### config.mk
export PLATFORM = sky130hd
export DESIGN_NAME = integer_to_radix_digits
export DESIGN_NICKNAME = d
export VERILOG_FILES = /design/src/itrd_pkg.sv /design/src/itrd_ctrl.sv /design/src/itrd_dp.sv /design/src/integer_to_radix_digits.sv
export SDC_FILE = /design/constraint.sdc
export NUM_CORES = 1
export LEC_CHECK = 0
export BUFFER_PORTS_ARGS = -buffer_cell sky130_fd_sc_hd__buf_2
export CORE_ASPECT_RATIO = 1.25
export CORE_UTILIZATION = 25
export CTS_CLUSTER_SIZE = 28
export DETAILED_ROUTE_END_ITERATION = 7
export GPL_TIMING_DRIVEN = 0
export HOLD_SLACK_MARGIN = 0.06
export SKIP_LAST_GASP = 1
export SLEW_MARGIN = 25
export SYNTH_ARGS = -nofsm -noshare
export SYNTH_HDL_FRONTEND = slang
export SYNTH_SLANG_ARGS = --single-unit
### constraint.sdc
create_clock -name clk -period 5.2 [get_ports clk]
set_input_delay 0.78 -clock clk [delete_from_list [all_inputs] [get_ports clk]]
set_output_delay 0.78 -clock clk [all_outputs]
set_load 0.05 [all_outputs]
### src/itrd_pkg.sv
// ----------------------------------------------------------------------------
// itrd_pkg
// Shared types, codes and constants for the integer to radix digits block.
// ----------------------------------------------------------------------------
package itrd_pkg;

  localparam int unsigned VALUE_WIDTH_DEF = 32;
  localparam int unsigned RADIX_W         = 5;
  localparam int unsigned CFG_DATA_W      = 64;
  localparam int unsigned CFG_INDEX_W     = 2;
  localparam int unsigned FUNC_W          = 2;
  localparam int unsigned COUNT_W         = 6;
  localparam int unsigned DIGIT_W         = 4;
  localparam int unsigned PFX_IDX_W       = 3;

  localparam logic [RADIX_W-1:0] RADIX_RESET = 5'd10;
  localparam logic [RADIX_W-1:0] RADIX_MIN   = 5'd2;
  localparam logic [RADIX_W-1:0] RADIX_MAX   = 5'd16;

  // register indexes
  localparam logic [CFG_INDEX_W-1:0] REG_RADIX      = 2'd0;
  localparam logic [CFG_INDEX_W-1:0] REG_CHARS_LOW  = 2'd1;
  localparam logic [CFG_INDEX_W-1:0] REG_CHARS_HIGH = 2'd2;

  // conversion modes
  localparam logic [FUNC_W-1:0] FUNC_SIGNED   = 2'd0;
  localparam logic [FUNC_W-1:0] FUNC_UNSIGNED = 2'd1;
  localparam logic [FUNC_W-1:0] FUNC_POINTER  = 2'd2;

  localparam logic [7:0] CH_MINUS = 8'h2D;
  localparam logic [7:0] CH_ZERO  = 8'h30;
  localparam logic [7:0] CH_X     = 8'h78;
  localparam logic [7:0] CH_LPAR  = 8'h28;
  localparam logic [7:0] CH_N     = 8'h6E;
  localparam logic [7:0] CH_I     = 8'h69;
  localparam logic [7:0] CH_L     = 8'h6C;
  localparam logic [7:0] CH_RPAR  = 8'h29;

  typedef enum logic [1:0] {
    ST_IDLE,
    ST_DIV,
    ST_PREFIX,
    ST_DIGIT
  } state_t;

  typedef enum logic [1:0] {
    PFX_NONE,
    PFX_MINUS,
    PFX_HEX,
    PFX_NIL
  } pfx_t;

  typedef struct packed {
    logic load;
    logic div_step;
    logic emit_prefix;
    logic emit_digit;
  } itrd_cmd_t;

  typedef struct packed {
    logic is_nil;
    logic has_prefix;
    logic prefix_last;
    logic div_last;
    logic quot_zero;
    logic depth_one;
    logic out_free;
  } itrd_sts_t;

  // Prefix text: "-", "0x" or "(nil)"
  function automatic logic [7:0] pfx_char(input pfx_t kind,
                                          input logic [PFX_IDX_W-1:0] idx);
    logic [7:0] ch;
    ch = CH_MINUS;
    unique case (kind)
      PFX_HEX: ch = (idx == 3'd0) ? CH_ZERO : CH_X;
      PFX_NIL: begin
        case (idx)
          3'd0:    ch = CH_LPAR;
          3'd1:    ch = CH_N;
          3'd2:    ch = CH_I;
          3'd3:    ch = CH_L;
          default: ch = CH_RPAR;
        endcase
      end
      default: ch = CH_MINUS;
    endcase
    return ch;
  endfunction

endpackage

### src/itrd_ctrl.sv
// ----------------------------------------------------------------------------
// itrd_ctrl
// Sequencer: load an item, divide out digits, emit any prefix, then digits.
// ----------------------------------------------------------------------------
module itrd_ctrl import itrd_pkg::*; (
  input  logic      clk,
  input  logic      rst,
  input  logic      in_valid,
  output logic      in_stall,
  input  itrd_sts_t sts,
  output itrd_cmd_t cmd
);

  state_t state, state_next;

  always_ff @(posedge clk) begin
    if (rst) begin
      state <= ST_IDLE;
    end else begin
      state <= state_next;
    end
  end

  always_comb begin
    state_next = state;
    cmd        = '0;
    in_stall   = (state != ST_IDLE);
    unique case (state)
      ST_IDLE: begin
        if (in_valid) begin
          cmd.load   = 1'b1;
          state_next = ST_DIV;
        end
      end
      ST_DIV: begin
        if (sts.is_nil) begin
          state_next = ST_PREFIX;
        end else begin
          cmd.div_step = 1'b1;
          if (sts.div_last && sts.quot_zero) begin
            state_next = sts.has_prefix ? ST_PREFIX : ST_DIGIT;
          end
        end
      end
      ST_PREFIX: begin
        if (sts.out_free) begin
          cmd.emit_prefix = 1'b1;
          if (sts.prefix_last) begin
            state_next = sts.is_nil ? ST_IDLE : ST_DIGIT;
          end
        end
      end
      ST_DIGIT: begin
        if (sts.out_free) begin
          cmd.emit_digit = 1'b1;
          if (sts.depth_one) begin
            state_next = ST_IDLE;
          end
        end
      end
      default: state_next = ST_IDLE;
    endcase
  end

endmodule

### src/itrd_dp.sv
// ----------------------------------------------------------------------------
// itrd_dp
// Datapath: config registers, bit-serial radix divider, digit stack and
// output register.
// ----------------------------------------------------------------------------
module itrd_dp import itrd_pkg::*; #(
  parameter int unsigned VALUE_WIDTH = VALUE_WIDTH_DEF
) (
  input  logic                    clk,
  input  logic                    rst,
  input  logic                    cfg_write,
  input  logic [CFG_INDEX_W-1:0]  cfg_index,
  input  logic [CFG_DATA_W-1:0]   cfg_data,
  input  logic [31:0]             value,
  input  logic [FUNC_W-1:0]       func,
  output logic                    out_valid,
  input  logic                    out_stall,
  output logic [7:0]              char_code,
  output logic [COUNT_W-1:0]      char_count,
  output logic                    last,
  input  itrd_cmd_t               cmd,
  output itrd_sts_t               sts
);

  localparam int unsigned BITCNT_W = $clog2(VALUE_WIDTH);
  localparam int unsigned DEPTH_W  = $clog2(VALUE_WIDTH + 1);

  logic [RADIX_W-1:0]       radix;
  logic [CFG_DATA_W-1:0]    chars_low;
  logic [CFG_DATA_W-1:0]    chars_high;

  logic [VALUE_WIDTH-1:0]   mag;
  logic [DIGIT_W-1:0]       rem;
  logic [BITCNT_W-1:0]      bitcnt;
  logic [DEPTH_W-1:0]       depth;
  logic [DIGIT_W-1:0]       stack [VALUE_WIDTH];
  pfx_t                     kind;
  logic [PFX_IDX_W-1:0]     pfx_idx;
  logic [COUNT_W-1:0]       count;

  logic [RADIX_W-1:0]       base;
  logic [VALUE_WIDTH-1:0]   v_in;
  logic [RADIX_W-1:0]       rem_sh;
  logic                     q_bit;
  logic [DIGIT_W-1:0]       rem_step;
  logic [VALUE_WIDTH-1:0]   mag_step;
  logic [2*CFG_DATA_W-1:0]  table_bits;
  logic [7:0]               digit_byte;
  logic [COUNT_W-1:0]       count_next;

  // Configuration registers
  always_ff @(posedge clk) begin
    if (rst) begin
      radix      <= RADIX_RESET;
      chars_low  <= '0;
      chars_high <= '0;
    end else if (cfg_write) begin
      unique case (cfg_index)
        REG_RADIX:      radix      <= cfg_data[RADIX_W-1:0];
        REG_CHARS_LOW:  chars_low  <= cfg_data;
        REG_CHARS_HIGH: chars_high <= cfg_data;
        default: ;
      endcase
    end
  end

  always_comb begin
    if (radix < RADIX_MIN) begin
      base = RADIX_MIN;
    end else if (radix > RADIX_MAX) begin
      base = RADIX_MAX;
    end else begin
      base = radix;
    end
  end

  // One restoring-division bit per cycle
  assign v_in     = VALUE_WIDTH'(value);
  assign rem_sh   = {rem, mag[VALUE_WIDTH-1]};
  assign q_bit    = (rem_sh >= base);
  assign rem_step = q_bit ? DIGIT_W'(rem_sh - base) : rem_sh[DIGIT_W-1:0];
  assign mag_step = {mag[VALUE_WIDTH-2:0], q_bit};

  always_ff @(posedge clk) begin
    if (cmd.load) begin
      rem    <= '0;
      bitcnt <= '0;
      if (func == FUNC_SIGNED && v_in[VALUE_WIDTH-1]) begin
        kind <= PFX_MINUS;
        mag  <= '0 - v_in;
      end else if (func == FUNC_POINTER) begin
        kind <= (v_in == '0) ? PFX_NIL : PFX_HEX;
        mag  <= v_in;
      end else begin
        kind <= PFX_NONE;
        mag  <= v_in;
      end
    end else if (cmd.div_step) begin
      mag <= mag_step;
      if (sts.div_last) begin
        rem    <= '0;
        bitcnt <= '0;
      end else begin
        rem    <= rem_step;
        bitcnt <= bitcnt + BITCNT_W'(1);
      end
    end
  end

  // Digit stack: push at entry 0 on each finished division, pop from entry 0
  always_ff @(posedge clk) begin
    if (cmd.div_step && sts.div_last) begin
      stack[0] <= rem_step;
      for (int i = 1; i < VALUE_WIDTH; i++) begin
        stack[i] <= stack[i-1];
      end
    end else if (cmd.emit_digit) begin
      for (int i = 0; i < VALUE_WIDTH - 1; i++) begin
        stack[i] <= stack[i+1];
      end
    end
  end

  always_ff @(posedge clk) begin
    if (rst) begin
      depth <= '0;
    end else if (cmd.div_step && sts.div_last) begin
      depth <= depth + DEPTH_W'(1);
    end else if (cmd.emit_digit) begin
      depth <= depth - DEPTH_W'(1);
    end
  end

  always_ff @(posedge clk) begin
    if (cmd.load) begin
      pfx_idx <= '0;
      count   <= '0;
    end else begin
      if (cmd.emit_prefix) begin
        pfx_idx <= pfx_idx + PFX_IDX_W'(1);
      end
      if (cmd.emit_prefix || cmd.emit_digit) begin
        count <= count_next;
      end
    end
  end

  assign table_bits = {chars_high, chars_low};
  assign digit_byte = table_bits[{stack[0], 3'b000} +: 8];
  assign count_next = count + COUNT_W'(1);

  // Output register: load on emit, drop valid once transferred
  always_ff @(posedge clk) begin
    if (rst) begin
      out_valid <= 1'b0;
    end else if (cmd.emit_prefix || cmd.emit_digit) begin
      out_valid <= 1'b1;
    end else if (!out_stall) begin
      out_valid <= 1'b0;
    end
  end

  always_ff @(posedge clk) begin
    if (cmd.emit_prefix) begin
      char_code  <= pfx_char(kind, pfx_idx);
      char_count <= count_next;
      last       <= sts.is_nil && sts.prefix_last;
    end else if (cmd.emit_digit) begin
      char_code  <= digit_byte;
      char_count <= count_next;
      last       <= sts.depth_one;
    end
  end

  always_comb begin
    sts.is_nil      = (kind == PFX_NIL);
    sts.has_prefix  = (kind != PFX_NONE);
    sts.prefix_last = (kind == PFX_MINUS && pfx_idx == 3'd0)
                   || (kind == PFX_HEX   && pfx_idx == 3'd1)
                   || (kind == PFX_NIL   && pfx_idx == 3'd4);
    sts.div_last    = (bitcnt == BITCNT_W'(VALUE_WIDTH - 1));
    sts.quot_zero   = (mag_step == '0);
    sts.depth_one   = (depth == DEPTH_W'(1));
    sts.out_free    = !out_valid || !out_stall;
  end

endmodule

### src/integer_to_radix_digits.sv
// ----------------------------------------------------------------------------
// integer_to_radix_digits
// Integer to radix digit characters, with sign, pointer prefix and nil text.
// ----------------------------------------------------------------------------
// One item at a time. After the input transfer, each digit runs through the
// one-bit-per-cycle radix divider, and then every character passes through
// the output register, where output stalls can hold it. The nil text skips
// the divider but still passes through the divide state.
// The next item is taken as soon as the last character has been loaded into
// the output register.
module integer_to_radix_digits import itrd_pkg::*; #(
  parameter int unsigned VALUE_WIDTH = VALUE_WIDTH_DEF
) (
  input  logic                   clk,
  input  logic                   rst,
  input  logic                   cfg_write,
  input  logic [CFG_INDEX_W-1:0] cfg_index,
  input  logic [CFG_DATA_W-1:0]  cfg_data,
  input  logic                   in_valid,
  output logic                   in_stall,
  input  logic [31:0]            value,
  input  logic [FUNC_W-1:0]      func,
  output logic                   out_valid,
  input  logic                   out_stall,
  output logic [7:0]             char_code,
  output logic [COUNT_W-1:0]     char_count,
  output logic                   last
);

  itrd_cmd_t cmd;
  itrd_sts_t sts;

  itrd_ctrl u_ctrl (
    .clk      (clk),
    .rst      (rst),
    .in_valid (in_valid),
    .in_stall (in_stall),
    .sts      (sts),
    .cmd      (cmd)
  );

  itrd_dp #(
    .VALUE_WIDTH (VALUE_WIDTH)
  ) u_dp (
    .clk        (clk),
    .rst        (rst),
    .cfg_write  (cfg_write),
    .cfg_index  (cfg_index),
    .cfg_data   (cfg_data),
    .value      (value),
    .func       (func),
    .out_valid  (out_valid),
    .out_stall  (out_stall),
    .char_code  (char_code),
    .char_count (char_count),
    .last       (last),
    .cmd        (cmd),
    .sts        (sts)
  );

endmodule

==> impl_table.tex <==
\begin{tabular}{lr}
\hline
Metric & Value \\
\hline
\multicolumn{2}{l}{\textbf{Outcome}} \\
\quad Outcome & completed \\
\multicolumn{2}{l}{\textbf{Timing}} \\
\quad Count of final hold-check violations & 0 \\
\quad Final-report setup violation count & 0 \\
\quad Final Critical Period & 3190 ps \\
\quad Final Skew & 16.8 ps \\
\quad Relative max-transition margin & 35.8\% \\
\quad Ratio of final minimum period to clock period & 61.3\% \\
\quad Count of final max-slew check failures & 0 \\
\quad Unrepaired setup endpoints after global routing & false \\
\quad Tightest Pin Transition & 960 ps \\
\quad Upper clock frequency limit & 313 MHz \\
\multicolumn{2}{l}{\textbf{Power}} \\
\quad Leakage dissipation & 6.67 nW \\
\quad Highest ir drop seen on vdd & 0.000198 V \\
\quad Power density over the cells & 379 mW/mm\^{}2 \\
\multicolumn{2}{l}{\textbf{GRT}} \\
\quad Maximum number of pins on one net before global-route repair & 51 \\
\quad Total overflow reported by the global router & 0 \\
\quad Total routing resource utilization after global routing & 13.9\% \\
\quad First-pass GRT wire length & 68.6 mm \\
\quad Antenna violations before repair & 11 \\
\quad Vias in the first global route & 12378 \\
\multicolumn{2}{l}{\textbf{Layout}} \\
\quad Fraction of layout cells with a size suffix above 1 & 12.2\% \\
\quad Final nets & 1946 \\
\quad Area Overhead vs Synth & 17.9\% \\
\quad Commonest non-fill, non-tap cell in the layout & nand2\_1 \\
\quad Core utilization of the finished layout & 29.8\% \\
\quad Post-Layout Cell Count & 2622 \\
\quad Top library cells by usage in the layout, fill and taps aside & 682 x nand2\_1, 177 x edfxtp\_1, 160 x dfxtp\_1 \\
\multicolumn{2}{l}{\textbf{Detailed routing}} \\
\quad Final wirelength & 43.9 mm \\
\quad Number of nets with antenna violations after routing & 0 \\
\quad Number of DRC markers after the initial detailed-route iteration & 887 \\
\quad Routed WL per cell & 16.7 um \\
\quad DR pass1 iterations & 5 \\
\quad DRC violation count after routing & 0 \\
\quad Vias per std cell & 4.78 \\
\quad Via Count & 12529 \\
\multicolumn{2}{l}{\textbf{Critical path}} \\
\quad Internal reg-to-reg setup slack & 2010 ps \\
\quad Max FO, Critical Path & 13 \\
\quad Type of element launching the critical path & flop \\
\quad Critical Path, Cell by Cell & ha\_1 -> and3\_1 -> ha\_1 -> clkbuf\_1 -> nand3\_1 -> inv\_2 -> buf\_1 \\
\quad Critical Setup Path Class & reg -> reg \\
\quad Capturing element type of the critical path & flop \\
\quad Maximum single-stage delay on the critical path & 590 ps \\
\quad Crit path DAT & 3350 ps \\
\quad Master of the slowest instance on the critical path & buf\_1 \\
\quad Required time at the endpoint of the critical path & 5360 ps \\
\quad Cell with the most instances on the worst path & ha\_1 \\
\multicolumn{2}{l}{\textbf{Placed design}} \\
\quad Post-detail-place hpwl & 32.1 mm \\
\quad RePlAce Congestion & 0.854 \\
\quad Inst Count DP & 2558 \\
\quad I/O Buffers & 119 \\
\multicolumn{2}{l}{\textbf{Clock tree}} \\
\quad Number of buffers created by CTS & 35 \\
\quad Clock tree sinks & 337 \\
\quad Depth of the CTS H-tree & 2 \\
\quad Clock latency reported for the late side of the worst-skew pair & 540 ps \\
\quad Number of post-CTS setup repair buffers & 0 \\
\quad Total of hold buffers inserted after clock tree synthesis & 0 \\
\quad Maximum clock insertion buffer count & 3 \\
\quad Gates resized, CTS repair & 0 \\
\quad Clock transition time at the flip-flop clock pins of the worst setup and hold paths & 60 ps \\
\quad TritonCTS clock tree & done \\
\quad Master cell of the clock root buffer & clkbuf\_16 \\
\multicolumn{2}{l}{\textbf{Yosys}} \\
\quad Simple-Gate Fraction of Synth Area & 22.1\% \\
\quad Synth Net Count & 1788 \\
\quad Synthesized flop and latch total & 337 \\
\quad Sequential-to-total area share from yosys stat & 55.6\% \\
\quad Area fraction in compound gates after synthesis & 9.87\% \\
\quad Gate Count Post-Synth & 1665 \\
\quad Post-synth EDFFs & 177 \\
\quad Most used flip-flop cell after synthesis & edfxtp\_1 \\
\quad Post-synthesis adder-cell area fraction & 1.52\% \\
\quad Synth cell types & 64 \\
\quad Mux contribution to synthesized area & 5.48\% \\
\quad Share of the synthesized netlist area taken by xor and xnor gates & 2.29\% \\
\quad Share of synthesized registers carrying an async set or reset & 0\% \\
\quad Combinational family with the most area after synthesis & simple AND/OR/NAND/NOR gates \\
\quad Yosys synthesis warning count & 0 \\
\quad Post-Syn Area & 0.0153 sq mm \\
\quad Syn Area/Cell & 9.20 sq um \\
\multicolumn{2}{l}{\textbf{Floorplanning}} \\
\quad Number of core rows & 101 \\
\quad Io pins & 122 \\
\quad Horizontal die dimension & 223 um \\
\quad Standard cell core area & 0.0607 sq mm \\
\quad Total die area & 0.0623 sq mm \\
\quad Die Y-Extent & 279 um \\
\quad Starting density of the core & 25.3\% \\
\multicolumn{2}{l}{\textbf{Run}} \\
\quad Number of maximum-capacitance constraint violations & 0 \\
\multicolumn{2}{l}{\textbf{Min path}} \\
\quad Worst min path class & reg -> reg \\
\hline
\end{tabular}
## synth_stat cells (14+ instances only)
cell / n / area (sq um)
xor2_1: 14 / 123
xnor2_1: 26 / 228
mux4_2: 30 / 676
nand2_1: 683 / 2560
nor2_1: 55 / 206
edfxtp_1: 177 / 5320
clkbuf_1: 87 / 327
inv_1: 22 / 82.6
ha_1: 17 / 213
a21oi_1: 157 / 786
o21ai_0: 47 / 235
dfxtp_1: 160 / 3200
a31oi_1: 16 / 100
## sequential cells by signal, indices dropped and copies added, names as in the netlist
register,cells
u_dp.count,6
u_dp.stack,128
u_dp.kind,2
u_dp.out_valid,1
u_dp.bitcnt,5
u_dp.last,1
u_dp.chars_high,64
u_dp.pfx_idx,3
u_dp.mag,32
u_dp.char_code,8
u_dp.chars_low,64
u_ctrl.state,2
u_dp.char_count,6
u_dp.rem,4
u_dp.radix,5
u_dp.depth,6
## layout make-up
type                    count  area [sq um]
plain buffers             101           390
inverters                  25          93.8
multi-input cells        1202          6330
well taps                 772           966
clock buffers              53           995
clock inverters            10           121
diodes                      1          2.50
flip-flops and latches    337          8520
fillers                  6438         42600
repair buffers            121           643
## metal layers
metal  track usage [%]  part of all wire [%]  up-vias
li1                  -                     -     5978
met1              16.6                    41     6102
met2              24.6                    50      352
met3              2.02                   5.1       93
met4              6.06                   3.7        4
met5                 0                 0.064        -
## report_power, final
part           switching (mW)  total (mW)  internal, mW
Clock                    1.09        2.52          1.43
Combinational           0.716        1.06         0.349
Sequential              0.149        3.26          3.11
## kinds of logic after synthesis
family          Yosys count
compound gates          267
fa+ha+maj                18
simple gates            831
flops                   337
mux                      46
xor+xnor                 40
buf+inv                 126
## critical path: cells and delay by family (launching register included)
family / cells / cell delay, ps
fa+ha+maj: 2 / 380
buf+inv: 3 / 1320
flops: 1 / 400
simple gates: 2 / 730
## through the flow
stage	power [mW]	area, sq um	worst slack (ps)	TNS [ps]	hold slack (ps)
3_5_place_dp	4.39	16900	1610	0	436
5_1_grt	7.12	18100	1750	0	470
4_1_cts	6.90	18100	2010	0	455
2_1_floorplan	4.00	15300	383	0	426
6_report	6.85	18100	2010	0	454
3_3_place_gp	4.35	16900	-1460	-181690	439
## path summary, 6_finish.rpt
path / startpoint / end / cells after the start
worst max-delay path: u_dp.bitcnt[0]$_SDFFE_PP0P_ / u_dp.stack[15][5]$_DFFE_PP_ / 7
worst min-delay path: u_dp.chars_low[43]$_SDFFE_PP0P_ / u_dp.chars_low[43]$_SDFFE_PP0P_ / 2
worst max register to register: u_dp.bitcnt[0]$_SDFFE_PP0P_ / u_dp.stack[15][5]$_DFFE_PP_ / 7
worst min register to register: u_dp.chars_low[43]$_SDFFE_PP0P_ / u_dp.chars_low[43]$_SDFFE_PP0P_ / 2
Note: power is estimated with default switching activity, not from simulation.
